`config.mk`:
```
export PLATFORM = sky130hd
export DESIGN_NAME = sha256_sha224_hash_engine_unit
export DESIGN_NICKNAME = d
export VERILOG_FILES = /design/src/design/shahe_pkg.sv /design/src/design/shahe_ram.sv /design/src/design/shahe_core.sv /design/src/design/sha256_sha224_hash_engine_unit.sv
export SDC_FILE = /design/constraint.sdc
export NUM_CORES = 2
export LEC_CHECK = 0
export BUFFER_PORTS_ARGS = -buffer_cell sky130_fd_sc_hd__buf_2
export CORE_ASPECT_RATIO = 0.7
export CORE_MARGIN = 10
export CORE_UTILIZATION = 45
export CTS_CLUSTER_SIZE = 30
export DETAILED_ROUTE_END_ITERATION = 8
export MAX_ROUTING_LAYER = met4
export PLACE_DENSITY = 0.59
export SETUP_SLACK_MARGIN = 0.3
export SYNTH_ARGS = -nofsm -noshare
export SYNTH_HDL_FRONTEND = slang
export SYNTH_HIERARCHICAL = 1
export SYNTH_SLANG_ARGS = --single-unit
```
`constraint.sdc`:
```
create_clock -name clk -period 100.3 [get_ports clk]
set_input_delay 10.03 -clock clk [delete_from_list [all_inputs] [get_ports clk]]
set_output_delay 10.03 -clock clk [all_outputs]
set_load 0.01 [all_outputs]
```
`src/design/shahe_pkg.sv`:
```
// Shared definitions for the SHA-256 / SHA-224 hash engine.
// Holds the round constants, the initial chaining values and the datapath control type.
// No dependencies.
`default_nettype none

package shahe_pkg;

	localparam int unsigned WORD_W = 32;

	typedef struct packed {
		logic       sched_step;
		logic       sched_mem;
		logic [5:0] kidx;
		logic       round_step;
		logic       v_shift;
		logic       v_load;
	} shahe_ctl_t;

	function automatic logic [31:0] round_k(input logic [5:0] idx);
		logic [31:0] k;
		case (idx)
			6'd0:  k = 32'h428A2F98;
			6'd1:  k = 32'h71374491;
			6'd2:  k = 32'hB5C0FBCF;
			6'd3:  k = 32'hE9B5DBA5;
			6'd4:  k = 32'h3956C25B;
			6'd5:  k = 32'h59F111F1;
			6'd6:  k = 32'h923F82A4;
			6'd7:  k = 32'hAB1C5ED5;
			6'd8:  k = 32'hD807AA98;
			6'd9:  k = 32'h12835B01;
			6'd10: k = 32'h243185BE;
			6'd11: k = 32'h550C7DC3;
			6'd12: k = 32'h72BE5D74;
			6'd13: k = 32'h80DEB1FE;
			6'd14: k = 32'h9BDC06A7;
			6'd15: k = 32'hC19BF174;
			6'd16: k = 32'hE49B69C1;
			6'd17: k = 32'hEFBE4786;
			6'd18: k = 32'h0FC19DC6;
			6'd19: k = 32'h240CA1CC;
			6'd20: k = 32'h2DE92C6F;
			6'd21: k = 32'h4A7484AA;
			6'd22: k = 32'h5CB0A9DC;
			6'd23: k = 32'h76F988DA;
			6'd24: k = 32'h983E5152;
			6'd25: k = 32'hA831C66D;
			6'd26: k = 32'hB00327C8;
			6'd27: k = 32'hBF597FC7;
			6'd28: k = 32'hC6E00BF3;
			6'd29: k = 32'hD5A79147;
			6'd30: k = 32'h06CA6351;
			6'd31: k = 32'h14292967;
			6'd32: k = 32'h27B70A85;
			6'd33: k = 32'h2E1B2138;
			6'd34: k = 32'h4D2C6DFC;
			6'd35: k = 32'h53380D13;
			6'd36: k = 32'h650A7354;
			6'd37: k = 32'h766A0ABB;
			6'd38: k = 32'h81C2C92E;
			6'd39: k = 32'h92722C85;
			6'd40: k = 32'hA2BFE8A1;
			6'd41: k = 32'hA81A664B;
			6'd42: k = 32'hC24B8B70;
			6'd43: k = 32'hC76C51A3;
			6'd44: k = 32'hD192E819;
			6'd45: k = 32'hD6990624;
			6'd46: k = 32'hF40E3585;
			6'd47: k = 32'h106AA070;
			6'd48: k = 32'h19A4C116;
			6'd49: k = 32'h1E376C08;
			6'd50: k = 32'h2748774C;
			6'd51: k = 32'h34B0BCB5;
			6'd52: k = 32'h391C0CB3;
			6'd53: k = 32'h4ED8AA4A;
			6'd54: k = 32'h5B9CCA4F;
			6'd55: k = 32'h682E6FF3;
			6'd56: k = 32'h748F82EE;
			6'd57: k = 32'h78A5636F;
			6'd58: k = 32'h84C87814;
			6'd59: k = 32'h8CC70208;
			6'd60: k = 32'h90BEFFFA;
			6'd61: k = 32'hA4506CEB;
			6'd62: k = 32'hBEF9A3F7;
			default: k = 32'hC67178F2;
		endcase
		return k;
	endfunction

	function automatic logic [31:0] iv_word(input logic mode_224, input logic [2:0] idx);
		logic [31:0] w;
		case ({mode_224, idx})
			4'h0: w = 32'h6A09E667;
			4'h1: w = 32'hBB67AE85;
			4'h2: w = 32'h3C6EF372;
			4'h3: w = 32'hA54FF53A;
			4'h4: w = 32'h510E527F;
			4'h5: w = 32'h9B05688C;
			4'h6: w = 32'h1F83D9AB;
			4'h7: w = 32'h5BE0CD19;
			4'h8: w = 32'hC1059ED8;
			4'h9: w = 32'h367CD507;
			4'hA: w = 32'h3070DD17;
			4'hB: w = 32'hF70E5939;
			4'hC: w = 32'hFFC00B31;
			4'hD: w = 32'h68581511;
			4'hE: w = 32'h64F98FA7;
			default: w = 32'hBEFA4FA4;
		endcase
		return w;
	endfunction

endpackage

`default_nettype wire

```
`src/design/shahe_ram.sv`:
```
// Simple dual-port synchronous RAM, one write and one registered read per cycle.
// Used for the message block and the chaining value. No dependencies.
`default_nettype none

module shahe_ram #(
	parameter int unsigned AW = 4,
	parameter int unsigned DW = 32
) (
	input  wire logic          clk,
	input  wire logic          we,
	input  wire logic [AW-1:0] waddr,
	input  wire logic [DW-1:0] wdata,
	input  wire logic [AW-1:0] raddr,
	output logic      [DW-1:0] rdata
);

	logic [DW-1:0] mem [2**AW];

	always_ff @(posedge clk) begin
		if (we) begin
			mem[waddr] <= wdata;
		end
	end

	always_ff @(posedge clk) begin
		rdata <= mem[raddr];
	end

endmodule

`default_nettype wire

```
`src/design/shahe_core.sv`:
```
// Round datapath: message schedule line, K+W register and the eight working variables.
// Depends on shahe_pkg for the round constants and the control type.
`default_nettype none

module shahe_core (
	input  wire logic                 clk,
	input  wire shahe_pkg::shahe_ctl_t ctl,
	input  wire logic [31:0]          blk_rdata,
	input  wire logic [31:0]          cv_data,
	output logic      [31:0]          wb_data
);

	logic [31:0] w_q [16];
	logic [31:0] v_q [8];
	logic [31:0] wk_q;
	logic [31:0] new_w;
	logic [31:0] t1;
	logic [31:0] t2;

	function automatic logic [31:0] rotr(input logic [31:0] x, input int unsigned n);
		return (x >> n) | (x << (32 - n));
	endfunction

	always_comb begin
		if (ctl.sched_mem) begin
			new_w = blk_rdata;
		end else begin
			new_w = (rotr(w_q[14], 17) ^ rotr(w_q[14], 19) ^ (w_q[14] >> 10))
				+ w_q[9]
				+ (rotr(w_q[1], 7) ^ rotr(w_q[1], 18) ^ (w_q[1] >> 3))
				+ w_q[0];
		end
	end

	always_comb begin
		t1 = v_q[7]
			+ (rotr(v_q[4], 6) ^ rotr(v_q[4], 11) ^ rotr(v_q[4], 25))
			+ ((v_q[4] & v_q[5]) ^ (~v_q[4] & v_q[6]))
			+ wk_q;
		t2 = (rotr(v_q[0], 2) ^ rotr(v_q[0], 13) ^ rotr(v_q[0], 22))
			+ ((v_q[0] & v_q[1]) ^ (v_q[0] & v_q[2]) ^ (v_q[1] & v_q[2]));
	end

	assign wb_data = cv_data + v_q[0];

	always_ff @(posedge clk) begin
		if (ctl.sched_step) begin
			for (int i = 0; i < 15; i++) begin
				w_q[i] <= w_q[i+1];
			end
			w_q[15] <= new_w;
			wk_q <= new_w + shahe_pkg::round_k(ctl.kidx);
		end
	end

	always_ff @(posedge clk) begin
		if (ctl.round_step) begin
			v_q[7] <= v_q[6];
			v_q[6] <= v_q[5];
			v_q[5] <= v_q[4];
			v_q[4] <= v_q[3] + t1;
			v_q[3] <= v_q[2];
			v_q[2] <= v_q[1];
			v_q[1] <= v_q[0];
			v_q[0] <= t1 + t2;
		end else if (ctl.v_shift) begin
			for (int i = 0; i < 7; i++) begin
				v_q[i] <= v_q[i+1];
			end
			v_q[7] <= ctl.v_load ? cv_data : v_q[0];
		end
	end

endmodule

`default_nettype wire

```
`src/design/sha256_sha224_hash_engine_unit.sv`:
```
// SHA-256 / SHA-224 hash engine, top level: control sequencer, block and chaining memories.
// Depends on shahe_pkg, shahe_ram and shahe_core.
//
// Feed the message as big-endian 32-bit words; mark the final word with last_word and give
// its byte count in valid_bytes. Padding and the 64-bit length are added here, with a second
// block when the length does not fit. A word that fills a 16-word block starts a compression
// and no input is taken until it ends. Each block is compressed by a single round unit that
// reads the chaining value from its memory, runs 64 rounds after a schedule lead-in, then
// adds and writes back. The last word adds the padding words and one or two compressions;
// then the digest leaves one word at a time, read from the chaining memory and held until
// taken: eight words for SHA-256, seven for SHA-224.
// Write digest_mode only between messages; the new initial values apply from the next one.
`default_nettype none

module sha256_sha224_hash_engine_unit (
	input  wire logic        clk,
	input  wire logic        arst_n,
	input  wire logic        in_valid,
	output logic             in_ready,
	input  wire logic [31:0] message_word,
	input  wire logic [2:0]  valid_bytes,
	input  wire logic        last_word,
	output logic             out_valid,
	input  wire logic        out_ready,
	output logic      [31:0] digest_word,
	output logic      [2:0]  word_index,
	output logic             last_of_digest,
	input  wire logic        cfg_wr_en,
	input  wire logic        cfg_wr_data
);

	localparam logic [2:0] S_IDLE   = 3'd0;
	localparam logic [2:0] S_PAD    = 3'd1;
	localparam logic [2:0] S_CVRD   = 3'd2;
	localparam logic [2:0] S_RND    = 3'd3;
	localparam logic [2:0] S_CVWB   = 3'd4;
	localparam logic [2:0] S_OUTRD  = 3'd5;
	localparam logic [2:0] S_OUTCAP = 3'd6;
	localparam logic [2:0] S_OUTWT  = 3'd7;

	localparam logic [1:0] PAD_MARK  = 2'd0;
	localparam logic [1:0] PAD_FILL  = 2'd1;
	localparam logic [1:0] PAD_LENLO = 2'd2;

	localparam logic [2:0] LAST_IDX_256 = 3'd7;
	localparam logic [2:0] LAST_IDX_224 = 3'd6;

	localparam logic [6:0] CNT_LD_END  = 7'd8;
	localparam logic [6:0] CNT_RND_END = 7'd65;

	logic [2:0]  state_q;
	logic [2:0]  ret_q;
	logic [6:0]  cnt_q;
	logic [3:0]  pos_q;
	logic [63:0] len_q;
	logic [1:0]  stage_q;
	logic        mode_q;
	logic        iv_mode_q;
	logic        cv_fresh_q;
	logic        fresh_s1;
	logic [31:0] iv_s1;
	logic [2:0]  idx_q;
	logic        out_valid_q;
	logic [31:0] digest_q;

	logic        in_accept;
	logic        out_accept;
	logic        msg_empty;
	logic        is_last_idx;
	logic [2:0]  nsat;
	logic [31:0] first_word;
	logic [63:0] len_inc;
	logic [31:0] pad_word;
	logic        blk_we;
	logic [31:0] blk_wdata;
	logic [31:0] blk_rdata;
	logic        cv_we;
	logic [2:0]  cv_waddr;
	logic [2:0]  cv_raddr;
	logic [31:0] cv_rdata;
	logic [31:0] cv_data;
	logic [31:0] wb_data;
	shahe_pkg::shahe_ctl_t ctl;

	assign in_ready    = (state_q == S_IDLE);
	assign in_accept   = in_valid & in_ready;
	assign out_accept  = out_valid_q & out_ready;
	assign msg_empty   = (pos_q == 4'd0) && (len_q == 64'd0);
	assign is_last_idx = (idx_q == (mode_q ? LAST_IDX_224 : LAST_IDX_256));

	assign out_valid      = out_valid_q;
	assign digest_word    = digest_q;
	assign word_index     = idx_q;
	assign last_of_digest = is_last_idx;

	always_comb begin
		nsat = (valid_bytes > 3'd4) ? 3'd4 : valid_bytes;
		case (nsat)
			3'd0:    first_word = 32'h8000_0000;
			3'd1:    first_word = {message_word[31:24], 24'h80_0000};
			3'd2:    first_word = {message_word[31:16], 16'h8000};
			3'd3:    first_word = {message_word[31:8], 8'h80};
			default: first_word = message_word;
		endcase
		if (!last_word) begin
			first_word = message_word;
			len_inc    = 64'd32;
		end else begin
			len_inc = {58'd0, nsat, 3'd0};
		end
	end

	always_comb begin
		case (stage_q)
			PAD_MARK:  pad_word = 32'h8000_0000;
			PAD_FILL:  pad_word = (pos_q == 4'd14) ? len_q[63:32] : 32'd0;
			PAD_LENLO: pad_word = len_q[31:0];
			default:   pad_word = 32'd0;
		endcase
	end

	assign blk_we    = in_accept || (state_q == S_PAD);
	assign blk_wdata = (state_q == S_PAD) ? pad_word : first_word;

	assign cv_raddr = (state_q == S_OUTRD) ? idx_q : cnt_q[2:0];
	assign cv_we    = (state_q == S_CVWB) && (cnt_q != 7'd0);
	assign cv_waddr = cnt_q[2:0] - 3'd1;
	assign cv_data  = fresh_s1 ? iv_s1 : cv_rdata;

	always_comb begin
		ctl.sched_step = (state_q == S_RND) && (cnt_q != 7'd0) && (cnt_q < CNT_RND_END);
		ctl.sched_mem  = (cnt_q <= 7'd16);
		ctl.kidx       = cnt_q[5:0] - 6'd1;
		ctl.round_step = (state_q == S_RND) && (cnt_q >= 7'd2);
		ctl.v_shift    = ((state_q == S_CVRD) || (state_q == S_CVWB)) && (cnt_q != 7'd0);
		ctl.v_load     = (state_q == S_CVRD);
	end

	shahe_ram #(.AW(4), .DW(32)) u_blk_ram (
		.clk   (clk),
		.we    (blk_we),
		.waddr (pos_q),
		.wdata (blk_wdata),
		.raddr (cnt_q[3:0]),
		.rdata (blk_rdata)
	);

	shahe_ram #(.AW(3), .DW(32)) u_cv_ram (
		.clk   (clk),
		.we    (cv_we),
		.waddr (cv_waddr),
		.wdata (wb_data),
		.raddr (cv_raddr),
		.rdata (cv_rdata)
	);

	shahe_core u_core (
		.clk       (clk),
		.ctl       (ctl),
		.blk_rdata (blk_rdata),
		.cv_data   (cv_data),
		.wb_data   (wb_data)
	);

	always_ff @(posedge clk) begin
		iv_s1 <= shahe_pkg::iv_word(iv_mode_q, cv_raddr);
	end

	always_ff @(posedge clk) begin
		if (state_q == S_OUTCAP) begin
			digest_q <= cv_data;
		end
	end

	always_ff @(posedge clk or negedge arst_n) begin
		if (!arst_n) begin
			state_q     <= S_IDLE;
			ret_q       <= S_IDLE;
			cnt_q       <= 7'd0;
			pos_q       <= 4'd0;
			len_q       <= 64'd0;
			stage_q     <= PAD_MARK;
			mode_q      <= 1'b0;
			iv_mode_q   <= 1'b0;
			cv_fresh_q  <= 1'b1;
			fresh_s1    <= 1'b0;
			idx_q       <= 3'd0;
			out_valid_q <= 1'b0;
		end else begin
			fresh_s1 <= cv_fresh_q;
			if (cfg_wr_en) begin
				mode_q <= cfg_wr_data;
			end
			if (out_accept && is_last_idx) begin
				iv_mode_q <= cfg_wr_en ? cfg_wr_data : mode_q;
			end else if (cfg_wr_en && msg_empty) begin
				iv_mode_q <= cfg_wr_data;
			end
			case (state_q)
				S_IDLE: begin
					if (in_accept) begin
						pos_q   <= pos_q + 4'd1;
						len_q   <= len_q + len_inc;
						stage_q <= (nsat == 3'd4) ? PAD_MARK : PAD_FILL;
						ret_q   <= last_word ? S_PAD : S_IDLE;
						cnt_q   <= 7'd0;
						if (pos_q == 4'd15) begin
							state_q <= S_CVRD;
						end else if (last_word) begin
							state_q <= S_PAD;
						end
					end
				end
				S_PAD: begin
					pos_q <= pos_q + 4'd1;
					cnt_q <= 7'd0;
					case (stage_q)
						PAD_MARK: stage_q <= PAD_FILL;
						PAD_FILL: begin
							if (pos_q == 4'd14) begin
								stage_q <= PAD_LENLO;
							end
						end
						default: stage_q <= PAD_LENLO;
					endcase
					if (pos_q == 4'd15) begin
						state_q <= S_CVRD;
						ret_q   <= (stage_q == PAD_LENLO) ? S_OUTRD : S_PAD;
					end
				end
				S_CVRD: begin
					if (cnt_q == CNT_LD_END) begin
						cnt_q   <= 7'd0;
						state_q <= S_RND;
					end else begin
						cnt_q <= cnt_q + 7'd1;
					end
				end
				S_RND: begin
					if (cnt_q == CNT_RND_END) begin
						cnt_q   <= 7'd0;
						state_q <= S_CVWB;
					end else begin
						cnt_q <= cnt_q + 7'd1;
					end
				end
				S_CVWB: begin
					if (cnt_q == CNT_LD_END) begin
						cnt_q      <= 7'd0;
						cv_fresh_q <= 1'b0;
						idx_q      <= 3'd0;
						state_q    <= ret_q;
					end else begin
						cnt_q <= cnt_q + 7'd1;
					end
				end
				S_OUTRD: begin
					state_q <= S_OUTCAP;
				end
				S_OUTCAP: begin
					out_valid_q <= 1'b1;
					state_q     <= S_OUTWT;
				end
				S_OUTWT: begin
					if (out_accept) begin
						out_valid_q <= 1'b0;
						if (is_last_idx) begin
							idx_q      <= 3'd0;
							pos_q      <= 4'd0;
							len_q      <= 64'd0;
							cv_fresh_q <= 1'b1;
							state_q    <= S_IDLE;
						end else begin
							idx_q   <= idx_q + 3'd1;
							state_q <= S_OUTRD;
						end
					end
				end
				default: state_q <= S_IDLE;
			endcase
		end
	end

	a_out_only_when_waiting: assert property (@(posedge clk) disable iff (!arst_n)
		out_valid |-> (state_q == S_OUTWT))
		else $error("digest word presented outside the output wait state");

	a_no_block_write_in_rounds: assert property (@(posedge clk) disable iff (!arst_n)
		(state_q == S_RND) |-> !blk_we)
		else $error("block memory written during compression");

	a_digest_after_full_block: assert property (@(posedge clk) disable iff (!arst_n)
		(state_q == S_OUTRD) |-> (pos_q == 4'd0) && !cv_fresh_q)
		else $error("digest read without a completed final block");

	a_fresh_after_digest: assert property (@(posedge clk) disable iff (!arst_n)
		(out_accept && is_last_idx) |=> cv_fresh_q && (state_q == S_IDLE))
		else $error("chaining value not returned to initial values after digest");

endmodule

`default_nettype wire

```
======== After elaboration in Yosys (flattened, before gate mapping) ========
Memories as Yosys holds them, arrays and structs flattened. A register that Yosys moved wholly into a read port is not among the register bits.
Index checks and enable logic that the tools add are counted.
word-level totals
  register bits ........................... 155
  memory bits (writable) .................. 1536
  ROM bits ................................ 2560
  output and inout port bits .............. 38
  word-level logic and storage cells ...... 215
  memories ................................ 6
memory list
  name             words  width  rd ports  clocked after Yosys merged registers in  wr ports  RTL line          source
  (no name shown)  64     32     1         0                                        0         shahe_pkg.sv:21   case (idx)
  (no name shown)  16     32     1         1                                        0         shahe_pkg.sv:92   case ({mode_224, idx})
  u_blk_ram.mem    16     32     1         1                                        1         shahe_ram.sv:17   logic [DW-1:0] mem [2**AW];
  u_core.w_q       16     32     16        0                                        16        shahe_core.sv:13  logic [31:0] w_q [16];
  u_core.v_q       8      32     8         0                                        8         shahe_core.sv:14  logic [31:0] v_q [8];
  u_cv_ram.mem     8      32     1         1                                        1         shahe_ram.sv:17
operators by class
  add/sub/neg operators ................... 17
  magnitude comparators ................... 4
  equality and inequality tests ........... 27
  muxes and demuxes ....................... 77
  bitwise operators ....................... 37
  reduce and logical (&&, ||, !) cells .... 33
operators with widths
  kind                                             number
  32-bit two-way mux                               15
  32-bit adder                                     11
  32-bit bitwise XOR                               9
  64-bit two-way mux                               3
  32-bit AND                                       5
  32-bit one-hot mux with 4 select lines           1
  64-bit one-hot mux with 2 select lines           1
  32-bit one-hot mux with 3 select lines           1
  64-bit adder                                     1
  64-bit logical NOT                               1
  3-bit two-way mux                                17
  32-bit NOT                                       1
  10-bit by 32-bit bitwise OR with 32-bit output   1
  13-bit by 32-bit bitwise OR with 32-bit output   1
  14-bit by 32-bit bitwise OR with 32-bit output   1
  15-bit by 32-bit bitwise OR with 32-bit output   1
  19-bit by 32-bit bitwise OR with 32-bit output   1
  21-bit by 32-bit bitwise OR with 32-bit output   1
  25-bit by 32-bit bitwise OR with 32-bit output   1
  26-bit by 32-bit bitwise OR with 32-bit output   1
  30-bit by 32-bit bitwise OR with 32-bit output   1
  7-bit by 32-bit bitwise OR with 32-bit output    1
  32-bit by 22-bit bitwise XOR with 32-bit output  1
  32-bit by 29-bit bitwise XOR with 32-bit output  1
  49 further kinds                                 117

======== Logic depth before layout (Yosys ltp) ========
An unclocked memory read counts as a cell.
  depth after elaboration ................. 9
  gate-level depth with buffers ........... 31
  depth with buffers taken out ............ 30

======== Cells and area by module ========
The synthesis kept the hierarchy.
modules (own cells, without submodules)
  module                          times used  cells each  area an instance (µm²)  sequential area each (µm²)
  shahe_core                      1           4161        46528.4                 24023.0
  shahe_ram at u_blk_ram          1           838         19835.3                 16015.4
  shahe_ram at u_cv_ram           1           415         10466.3                 8328.0
  sha256_sha224_hash_engine_unit  1           961         8695.8                  3779.9

======== Least setup slack after synthesis ========
Ideal clock, no wire load.
  kind .................................... register -> register
  start ................................... register state_q[1]
  end ..................................... memory u_core.w_q[0][0] (enable)
  arrival time ............................ 84.578 ns
  required time ........................... 95.964 ns
  path slack .............................. 11.386 ns
  cell stages (with the launch flop) ...... 5
  buffers on the path ..................... 2
  path through ............................ dfrtp_1 buf_6 clkbuf_1 nand2_1 a2111oi_0
RTL lines
  element                   RTL line                               source
  start: declaration        sha256_sha224_hash_engine_unit.sv:51   logic [2:0] state_q;
  start signal: assignment  sha256_sha224_hash_engine_unit.sv:252  state_q <= ret_q;
  end: declaration          shahe_core.sv:13

======== Worst setup path after layout ========
  start ................................... register idx_q[0] (netlist: word_index[0])
  end ..................................... output port last_of_digest
between the ends
  word-level cells in the longest chain between the ends .. 1
RTL lines
  element                   RTL line                               source
  start: declaration        sha256_sha224_hash_engine_unit.sv:62   logic [2:0] idx_q;
  start signal: assignment  sha256_sha224_hash_engine_unit.sv:274  idx_q <= idx_q + 3'd1;
  3-bit == test             sha256_sha224_hash_engine_unit.sv:89   assign is_last_idx = (idx_q == (mode_q ? LAST_IDX_224 : LAST_IDX_256));
  end: declaration          sha256_sha224_hash_engine_unit.sv:27   output logic last_of_digest,
No other way between the ends.

==> metrics.md <==
| Metric | Value |
|---|---|
| Nets@finish | 6846 |
| Worst-Skew Late Latency | about 0.83 ns |
| Vias in the first global route | 51000 |
| Syn Area/Cell | roughly 13 um^2 |
| CP Launch Type | flop |
| PostCTS Resize Cnt | 0 |
| Die width | 541 um |
| GPL Wtd Cong | between 0.9 and 1 |
| Layout cells sized above 1 | 12.3% |
| FF-to-FF setup slack | approximately 90 ns |
| Core Box Area | 188000 um^2 |
| Slew headroom | 7.51% |
| DIE HEIGHT | around 380 um |
| CTS Hold Bufs | 0 |
| Mapped cell area | 85500 um^2 |
| Post-synth EDFFs | 1600 |
| CTS Buf Count | 178 |
| Antenna-violating nets left | 0 |
| Initial Util | a little under half |
| WP data required | around 90 ns |
| Unrepaired setup endpoints after global routing | false |
| IO Pins | 80 |
| Clk root buf | clkbuf_16 |
| Final setup vio count | 0 |
| Post-Synthesis Cells | 6375 |
| Worst slew pin tran | 1.37 ns |
| Vias | 54200 |
| Status | complete, no violations |
| Synth cell types | between 100 and 150 |
| Flop and latch count out of synthesis | 1783 |
| CP Data Arrival Time | 2.80 ns |
| Hold Path Stages | 0 |
| Layout area overhead | 11.1% |
| WL final | ~240 mm |
| Postcts setup bufs | 0 |
| Htree depth | 4 |
| Post-DR vias/cell | approximately 6.0 |
| First-pass GRT wire length | approximately 350 mm |
| Syn_nets | 6796 |
| Clock Skew | 0.0619 ns |
| CTS max path bufs | 4 |
| Final Hold Fails | 0 |
| DR iter-0 viols | about 7400 |
| FF-to-FF End | u_core/v_q[0][29]$_DFFE_PP_ |
| Sink Count | about 1800 |
| Std-Cell Rows | between 100 and 150 |
| Crit path time final | approximately 13 ns |
| TNS Setup | 0 ns |
| Initial antenna violation count | 20 |
| GR Overflow Total | 0 |
| Fraction of registers with async set/reset | under 10% |
| Crit end category | output port |
| Max-Cap Viols | 0 |
| Hold wc startpoint | u_core/w_q[0][225]$_DFFE_PP_ |
| DRT Pass-1 Iters | 6 |
| CP Class | reg -> out |
| Drt wl/cell | roughly 27 um |
| Residual DRC | 0 |
| Max stage delay on crit path | around 0.54 ns |
| Worst R2R Path Depth | 27 |
| Crit Path Max Fanout | 7 |
| Hold Path End | u_core/w_q[0][193]$_DFFE_PP_ |
| Port Buffer Count | 79 |
| Period utilization | 12.8% |
| Slew Viols, Final | 0 |
| Synth warnings | 6 |
| GRT Overall Usage | approximately a quarter |
| Die area | approximately 210000 um^2 |
| Worst Hold Class | reg -> reg |
| Main synth FF type | edfxtp_1 |
| CP max stage cell | nand3_1 |
| End-of-flow core utilization | roughly half |
| Crit path cell chain | xor2_1 -> nand3_1 -> inv_1 -> buf_2 |
| Pin count of the biggest net entering global routing | 203 |
| FF-to-FF Start | u_core/v_q[0][135]$_DFFE_PP_ |
| HPWL Detailed | between 150 and 200 mm |
| Fmax achieved | around 78 MHz |
| Clock-pin transition on the worst setup and hold timing paths | 0.07 ns |
| CTS tree | done |
| Seq/Total Area, Yosys | between 60 and 70% |
-- worst max-delay path, delay by kind of cell (launching register included) --
kind / cells / cell delay, ns
buf+inv: 2 / 0.55
simple gates: 1 / 0.54
flops: 1 / 0.46
xor+xnor: 1 / 0.42
-- worst max-delay path by stage --
| stage | from | slack [ns] | end | depth (start not counted) |
|---|---|---|---|---|
| 2_1_floorplan | state_q[1]$_DFFE_PN0P_ | 11.39 | u_core/w_q[0][0]$_DFFE_PP_ | 4 |
| 3_3_place_gp | last_word | 86.92 | len_q[56]$_DFFE_PN0P_ | 9 |
| 3_5_place_dp | last_word | 86.82 | len_q[54]$_DFFE_PN0P_ | 9 |
| 4_1_cts | word_index[0]$_DFFE_PN0P_ | 87.50 | last_of_digest | 4 |
| 5_1_grt | last_word | 87.32 | len_q[38]$_DFFE_PN0P_ | 9 |
| 6_report | word_index[0]$_DFFE_PN0P_ | 87.47 | last_of_digest | 4 |
-- metrics by stage --
step | hold slack (ns) | cells | setup slack [ns] | instance area, um^2
after floorplan | 0.396 | 6375 | 11.39 | 85500
after global routing | 0.373 | 9066 | 87.32 | 95000
after CTS | 0.373 | 9059 | 87.50 | 95000
after global placement | 0.401 | 8741 | 86.92 | 88900
final | 0.371 | 9070 | 87.47 | 95000
after detailed placement | 0.404 | 8741 | 86.82 | 88900
-- synthesized netlist by cell type, types with 11 or more instances --
master    number  area share [%]
edfxtp_1    1600              56
nand2_1      803             3.5
inv_1        367             1.6
o21ai_0      340             2.0
xnor2_1      292             3.0
a21oi_1      272             1.6
nor2_1       258             1.1
clkbuf_1     241             1.1
ha_1         219             3.2
fa_1         160             3.7
mux4_2       159             4.2
xor2_1       128             1.3
a21o_1       110            0.97
dfxtp_1       96             2.2
mux2_2        96             1.3
nand3_1       90            0.53
a22oi_1       89            0.78
dfrtp_1       86             2.5
nor3_1        81            0.47
a31oi_1       52            0.38
o31ai_1       50            0.44
a211oi_1      48            0.42
mux2i_1       48            0.56
nand4_1       45            0.33
buf_1         43            0.19
nand2b_1      41            0.30
mux4_1        40             1.2
o211ai_1      35            0.31
or4_1         34            0.30
and3_1        32            0.23
or3_1         32            0.23
nor2b_1       28            0.20
nor4_1        27            0.20
o21bai_1      27            0.24
o21a_1        25            0.22
buf_2         20            0.12
or2_2         14            0.10
a211o_1       13            0.13
and2_1        13           0.095
a222oi_1      12            0.14
nand3b_1      11           0.097
-- sequential cells by signal, indices dropped and copies added, names as in the netlist, 4 cells and up --
name,count
u_blk_ram/mem,512
u_core/w_q,512
u_core/v_q,256
u_cv_ram/mem,256
len_q,61
digest_word,32
iv_s1,32
u_blk_ram/rdata,32
u_core/wk_q,32
u_cv_ram/rdata,32
cnt_q,7
pos_q,4
-- cells by family after synthesis --
kind of cell,synth area share [%]
flip-flops,61.0
AND/OR/NAND/NOR,8.12
buffers and inverters,3.19
XOR/XNOR,4.35
adder cells (fa/ha/maj),6.98
AO/OA/AOI/OAI,9.14
multiplexers,7.24
-- layout by cell type, fill, tap and decap left out, drive strengths merged, types with 128 or more instances in the layout --
cell type  instances
clkbuf           208
nor2             258
fa               160
nand2            803
ha               219
a21oi            272
buf              193
edfxtp          1600
xor2             128
o21ai            345
xnor2            292
inv              379
mux4             199
-- layer usage --
metal  global-route usage [%]  vias to the layer above  wire length, um
met3                     5.39                      288            26100
met4                     4.17                        0             4010
met5                        -                        -                0
met1                     37.9                    27600           118000
li1                         -                    23800                -
met2                     29.6                     2531            94600
-- cell type report --
type / count / area, um^2
fillers: 16100 / 93400
flip-flops and latches: 1783 / 52200
multi-input cells: 3899 / 31000
clock buffers: 208 / 4640
well taps: 2497 / 3120
clock inverters: 110 / 1430
inverters: 370 / 1390
repair buffers: 193 / 1300
diodes: 10 / 25.0
Power is not shown: default switching activity piles up to over one toggle a cycle in this logic, so the estimate is an artifact.
